<file path="config.mk">
export PLATFORM = sky130hd
export DESIGN_NAME = kf800_cell
export DESIGN_NICKNAME = d
export VERILOG_FILES = /design/src/hw/rtl/kf800_pkg.sv /design/src/hw/rtl/kf800_cell.sv
export SDC_FILE = /design/constraint.sdc
export NUM_CORES = 2
export LEC_CHECK = 0
export BUFFER_PORTS_ARGS = -buffer_cell sky130_fd_sc_hd__buf_2
export CORE_AREA = 2 2 643 645
export CTS_BUF_LIST = sky130_fd_sc_hd__clkbuf_8
export CTS_CLUSTER_SIZE = 16
export DETAILED_ROUTE_END_ITERATION = 8
export DIE_AREA = 0 0 645 647
export PLACE_DENSITY = 0.42
export SLEW_MARGIN = 10
export SYNTH_ARGS = -nofsm -noshare
export SYNTH_HDL_FRONTEND = slang
export SYNTH_SLANG_ARGS = --single-unit
export TNS_END_PERCENT = 50
</file>
<file path="constraint.sdc">
create_clock -name clk -period 21.7 [get_ports clk]
set_input_delay 1.085 -clock clk [delete_from_list [all_inputs] [get_ports clk]]
set_output_delay 1.085 -clock clk [all_outputs]
set_load 0.02 [all_outputs]
</file>
<file path="src/hw/rtl/kf800_pkg.sv">
`timescale 1ns / 1ps
// ----------------------------------------------------------------------------
// kf800_pkg
// Shared types, constants and the Keccak-f[800] round function.
// ----------------------------------------------------------------------------
package kf800_pkg;

    localparam int LANE_W      = 32;
    localparam int LANE_COUNT  = 25;
    localparam int ROUND_COUNT = 22;

    // item widths at the stream ports
    localparam int FIELD_W  = 64;
    localparam int IN_W     = 9 * FIELD_W;
    localparam int OUT_W    = 4 * FIELD_W;
    localparam int STATE_W  = LANE_COUNT * LANE_W;
    localparam int PAD_W    = STATE_W - IN_W;

    typedef logic [LANE_W-1:0] lane_t;
    typedef lane_t [LANE_COUNT-1:0] state_t;

    localparam lane_t ROUND_CONST [24] = '{
        32'h00000001, 32'h00008082, 32'h0000808a, 32'h80008000, 32'h0000808b, 32'h80000001,
        32'h80008081, 32'h00008009, 32'h0000008a, 32'h00000088, 32'h80008009, 32'h8000000a,
        32'h8000808b, 32'h0000008b, 32'h00008089, 32'h00008003, 32'h00008002, 32'h00000080,
        32'h0000800a, 32'h8000000a, 32'h80008081, 32'h00008080, 32'h80000001, 32'h80008008
    };

    // standard keccak offsets, applied modulo the lane width
    localparam logic [5:0] RHO_OFFSET [24] = '{
        6'd1,  6'd3,  6'd6,  6'd10, 6'd15, 6'd21, 6'd28, 6'd36, 6'd45, 6'd55, 6'd2,  6'd14,
        6'd27, 6'd41, 6'd56, 6'd8,  6'd25, 6'd43, 6'd62, 6'd18, 6'd39, 6'd61, 6'd20, 6'd44
    };

    localparam logic [4:0] PI_LANE [24] = '{
        5'd10, 5'd7,  5'd11, 5'd17, 5'd18, 5'd3, 5'd5,  5'd16, 5'd8,  5'd21, 5'd24, 5'd4,
        5'd15, 5'd23, 5'd19, 5'd13, 5'd12, 5'd2, 5'd20, 5'd14, 5'd22, 5'd9,  5'd6,  5'd1
    };

    function automatic lane_t rotl(input lane_t x, input logic [4:0] n);
        lane_t r;
        if (n == 5'd0)
            r = x;
        else
            r = (x << n) | (x >> (6'd32 - {1'b0, n}));
        return r;
    endfunction

    // one full round: theta, rho-pi, chi, iota
    function automatic state_t keccak_round(input state_t s, input lane_t rc);
        lane_t  col [5];
        lane_t  d;
        state_t a;
        state_t b;
        state_t c;
        int     src;
        a = s;
        // theta
        for (int x = 0; x < 5; x++)
            col[x] = s[x] ^ s[x+5] ^ s[x+10] ^ s[x+15] ^ s[x+20];
        for (int x = 0; x < 5; x++)
        begin
            d = col[(x+4)%5] ^ rotl(col[(x+1)%5], 5'd1);
            for (int y = 0; y < 25; y += 5)
                a[y+x] = s[y+x] ^ d;
        end
        // rho and pi along the lane cycle starting at lane 1
        b   = a;
        src = 1;
        for (int k = 0; k < 24; k++)
        begin
            b[PI_LANE[k]] = rotl(a[src], RHO_OFFSET[k][4:0]);
            src           = int'(PI_LANE[k]);
        end
        // chi
        for (int y = 0; y < 25; y += 5)
            for (int x = 0; x < 5; x++)
                c[y+x] = b[y+x] ^ (~b[y+(x+1)%5] & b[y+(x+2)%5]);
        // iota
        c[0] = c[0] ^ rc;
        return c;
    endfunction

endpackage

</file>
<file path="src/hw/rtl/kf800_cell.sv">
`timescale 1ns / 1ps
// ----------------------------------------------------------------------------
// kf800_cell
// One round of the chain: applies a round to the upstream state and holds
// the result until the downstream cell takes it.
// ----------------------------------------------------------------------------
module kf800_cell
    import kf800_pkg::*;
(
    input  logic   clk,
    input  logic   rst_n,
    input  lane_t  round_const,
    input  logic   in_valid,
    output logic   in_ready,
    input  state_t in_state,
    output logic   out_valid,
    input  logic   out_ready,
    output state_t out_state
);

    logic   valid_reg;
    logic   valid_next;
    state_t state_reg;

    // slot frees up when empty or when the held transaction moves on
    assign in_ready   = !valid_reg || out_ready;
    assign valid_next = in_ready ? in_valid : valid_reg;

    // occupancy flag
    always_ff @(posedge clk or negedge rst_n)
    begin
        if (!rst_n)
            valid_reg <= 1'b0;
        else
            valid_reg <= valid_next;
    end

    // round result
    always_ff @(posedge clk)
    begin
        if (in_ready && in_valid)
            state_reg <= keccak_round(in_state, round_const);
    end

    assign out_valid = valid_reg;
    assign out_state = state_reg;

endmodule

</file>
# ---- Word-level counts from Yosys, hierarchy flattened
# Cells that the tools add are included.
dict set report totals {
  word_cells 213
  output_inout_bits 802
  reg_bits 801
  input_bits 836
}
dict set report classes {
  n_bitwise 155
  reduce_logical 3
  muxes 29
}
# op count
set ops {}
lappend ops {{$xor 32x32->32} 76}
lappend ops {{$mux 32} 29}
lappend ops {{$and 32x32->32} 25}
lappend ops {{$not 32->32} 25}
lappend ops {{$or 32x1->32} 6}
lappend ops {{$or 32x10->32} 1}
lappend ops {{$or 32x11->32} 1}
lappend ops {{$or 32x12->32} 1}
lappend ops {{$or 32x13->32} 1}
lappend ops {{$or 32x14->32} 1}
lappend ops {{$or 32x15->32} 1}
lappend ops {{$or 32x18->32} 1}
lappend ops {{$or 32x2->32} 1}
lappend ops {{$or 32x20->32} 1}
lappend ops {{$or 32x21->32} 1}
lappend ops {{$or 32x23->32} 1}
lappend ops {{$or 32x24->32} 1}
lappend ops {{$or 32x25->32} 1}
lappend ops {{$or 32x27->32} 1}
lappend ops {{$or 32x28->32} 1}
lappend ops {{$or 32x29->32} 1}
lappend ops {{$or 32x3->32} 1}
lappend ops {{$or 32x30->32} 1}
lappend ops {{$or 32x4->32} 1}
lappend ops {{7 further kinds} 7}

# ---- Longest topological paths before layout
dict set report logic_depth {
  depth_word 14
  mapped_depth 5
  ltp_nobuf 5
}

# ---- Least setup slack after synthesis
# OpenSTA, ideal clock, no wires.
dict set report synth_path {
  kind {input -> register}
  start {input port out_ready}
  end {register state_reg (netlist bit out_state[0]) (enable)}
  path_stages 2
  t_required_ps 20429
  slack_ps 1039
  path_buffers 0
  setup_ps 1271
  t_arrival_ps 19391
  path_cell_list {nand2b_1 -> and2_1}
}
dict set report synth_between {
  elab_chain_len 2
}
# element line
set synth_rtl {}
lappend synth_rtl {{start, declared} kf800_cell.sv:17} ;# input logic out_ready,
lappend synth_rtl {{$logic_or 1x1->1} kf800_cell.sv:26} ;# assign in_ready = !valid_reg || out_ready;
lappend synth_rtl {{$logic_and 1x1->1} kf800_cell.sv:41} ;# if (in_ready && in_valid)
lappend synth_rtl {{end signal, assigned} kf800_cell.sv:42} ;# state_reg <= keccak_round(in_state, round_const);
lappend synth_rtl {{end, declared} kf800_cell.sv:23} ;# state_t state_reg;
# No other way between the ends.
# A chain may end at the register's enable or synchronous reset.

# ---- Worst setup path in the final report
dict set report layout_path {
  start {register valid_reg (netlist: out_valid)}
  end {register state_reg (netlist bit out_state[214]) (enable)}
}
dict set report layout_between {
  elab_chain_len 3
}
# element line
set layout_rtl {}
lappend layout_rtl {{start, declared} kf800_cell.sv:21} ;# logic valid_reg;
lappend layout_rtl {{start signal, assigned} kf800_cell.sv:35} ;# valid_reg <= valid_next;
lappend layout_rtl {{$logic_not 1->1} kf800_cell.sv:26}
lappend layout_rtl {{$logic_or 1x1->1} kf800_cell.sv:26}
lappend layout_rtl {{$logic_and 1x1->1} kf800_cell.sv:41}
# No other way between the ends.

==> flow_metrics.py <==
metrics = {
    "setup_path": {
        "rr_startpoint": "out_valid",
        "crit_path_start_kind": "register",
        "critPathRequiredTime_ns": 22.31,
        "path_max_fanout": 71,
        "rrSetupSlack_ns": 16.89,
        "worst-setup-path-type": "reg -> reg",
        "r2r_end": "out_state[214]",
        "endpoint_kind": "register",
        "r2r.worst_path.cells": 6,
        "cp.arrival_ns": 5.42,
    },
    "clock_network": {
        "cts_setup_buffers": 0,
        "ctsResizeCount": 0,
        "cts_buffers": 177,
        "cts_buffer_depth": 4,
        "cts_num_sinks": 801,
        "cts_tree": "built",
        "cts-htree-levels": 4,
        "holdBufCountCts": 1,
        "insertion_delay_ns": 1.07,
        "clkTransAtPathRegs_ns": 0.06,
        "clock-root-buffer": "clkbuf_8",
    },
    "outcome": {
        "status": "finished clean",
    },
    "place": {
        "dp_hpwl_um": 448000,
        "io_buffers": 1637,
        "place.gp.congestion": 0.901,
    },
    "synth": {
        "synthTopCellsByArea": "edfxtp_1 39%, xnor3_1 29%, xnor2_1 9.4%, xnor2_4 5.4%, xor3_1 4.6%",
        "yosys_most_used_dff": "edfxtp_1",
        "yosys.cell_count.top_type": "edfxtp_1",
        "synth_edf_count": 800,
        "synth.distinct_cells": 18,
        "synthesis.area_um2": 62400,
        "yosysSeqAreaShare_pct": 38.5,
        "synthArstFlopShare_pct": 0.125,
        "ys_warn_count": 0,
        "synth_top_cells_by_count": "800 x edfxtp_1, 799 x xnor3_1, 673 x xnor2_1, 304 x nand2_1, 302 x nor2_1",
        "synth_nets": 4552,
        "syn_area_per_cell_um2": 16.8,
        "ys_seq_elements": 801,
        "synth_top_area_share_pct": 38.5,
        "synth_area_leader_cell": "edfxtp_1",
        "synthCells": 3716,
    },
    "global_routing": {
        "grt.total_usage_pct": 23.6,
        "grt-ovfl-total": 0,
        "first_global_vias": 41600,
        "antenna_found_initial": 223,
        "grt_pass1_wl_um": 596000,
        "grt_max_degree": 100,
    },
    "route": {
        "firstDrtPassIters": 5,
        "vias": 42300,
        "avgRoutedWirePerCell_um": 44.7,
        "routed_wl_um": 508000,
        "via_per_inst": 3.73,
        "drt_iter0_markers": 4175,
        "drc": 0,
        "ant_nets": 0,
    },
    "sta": {
        "slew_headroom_pct": 20.7,
        "tns_ns": 0,
        "clock_skew_ns": 0.0635,
        "maxSlewViolCount": 0,
        "final.min_clock_period_ns": 4.81,
        "max_clock_freq_ghz": 0.208,
        "rsz0062_at_grt": "false",
        "finalHoldViolCount": 0,
        "setup_viol": 0,
        "finalCritPeriodShare_pct": 22.2,
        "worstMarginPinSlew_ns": 1.18,
    },
    "floorplanning": {
        "die_area_um2": 417000,
        "rows": 236,
        "die-height_um": 647,
        "die_x_um": 645,
        "io_pins": 1638,
        "core_um2": 411000,
        "initial_utilization_pct": 15.2,
    },
    "hold_path": {
        "hold-path-cell-count": 2,
        "hold_path.class": "in -> reg",
        "hp-start": "in_valid",
        "min_to": "out_valid",
    },
    "power": {
        "p_per_area_nw_per_um2": 176,
        "vdd_drop_max_uv": 54.1,
        "leakage_nw": 37.6,
    },
    "final_layout": {
        "final_core_util_pct": 20.0,
        "drive_gt1_share_pct": 38.8,
        "nNetsFinal": 6516,
        "area_delta_synth_final_pct": 31.6,
    },
    "job": {
        "cap_viol_max_count": 0,
    },
}
[worst max-delay path, stage by stage, from the launching register on]
cell,delay (ns)
dfrtp_1,0.38
nand2b_1,0.17
and2_4,0.86
buf_4,0.64
buf_4,0.57
buf_4,0.78
buf_4,0.73
[where the power goes]
part           internal [W]  total (W)  switching, W
clock              0.000830    0.00170      0.000872
combinational       0.00320    0.00946       0.00626
sequential          0.00292    0.00328      0.000360
[sequential cells by signal (all words and copies together), names as in the netlist]
name       count
out_state    800
out_valid      1
[layer usage]
layer / share of wire (%) / global-route usage, %
met1: 40 / 28.5
met5: 0.11 / 0
met3: 7.0 / 5.90
met4: 2.8 / 5.71
met2: 50 / 41.6
[cell type report]
| cell class | instances | area, um2 |
|---|---|---|
| clock buffers | 177 | 2440 |
| flip-flops and latches | 801 | 24000 |
| fillers | 44500 | 329000 |
| clock inverters | 123 | 733 |
| repair buffers | 1785 | 9320 |
| well taps | 5474 | 6850 |
| diodes | 79 | 198 |
| multi-input cells | 2915 | 38500 |
[kinds of logic (layout without fill, tap and decap cells)]
| group | Yosys count | in the layout | synth area share (%) |
|---|---|---|---|
| xor gates and xnor gates | 2112 | 2112 | 55.6 |
| DFF | 801 | 801 | 38.5 |
| and+or+nand+nor | 803 | 803 | 5.86 |
| other | 0 | 79 | 0 |
| buffers and inverters | 0 | 2085 | 0 |
[metrics by stage]
stage               area, um2  setup slack (ns)  cells  hold slack (ns)  power, W
floorplan               62400              1.04   3716            0.783   0.00823
global placement        78700             16.26  11000            0.631    0.0130
detailed placement      78700             16.12  11000            0.605    0.0129
CTS                     81900             16.91  11300            0.165    0.0148
global route            82000             16.72  11300            0.210    0.0150
finish                  82100             16.89  11400            0.329    0.0144
[worst max-delay path by stage]
stage                          from             end  slack, ns  depth (start not counted)
after global routing      out_valid  out_state[182]      16.72                          6
after CTS                 out_valid  out_state[214]      16.91                          6
after global placement    out_ready  out_state[173]      16.26                          7
final                     out_valid  out_state[214]      16.89                          6
after floorplan           out_ready    out_state[0]       1.04                          2
after detailed placement  out_ready  out_state[214]      16.12                          7
[cell usage in the layout, fill, tap and decap left out]
cell and n:
xnor3_1 797, clkinv_8 3, buf_12 1, dfrtp_1 1, nor2b_2 6, xnor2_4 136, xnor3_2 41, nor2_1 302
xor2_1 294, buf_6 1, nand2b_1 89, xor2_2 1, nor2_2 2, inv_8 3, xnor2_2 50, inv_1 42
nand2b_4 15, inv_6 3, bufinv_16 6, inv_12 1, dlygate4sd3_1 1, buf_4 145, xor3_1 121, and2_4 1
edfxtp_1 800, clkinvlp_4 2, clkbuf_8 177, nand2_1 304, xnor2_1 671, diode_2 79, clkinv_1 48, xor3_2 1
clkinv_2 15, nor2b_4 3, nor2b_1 81, buf_2 1637
No activity file was read; power rests on OpenSTA's default activity.
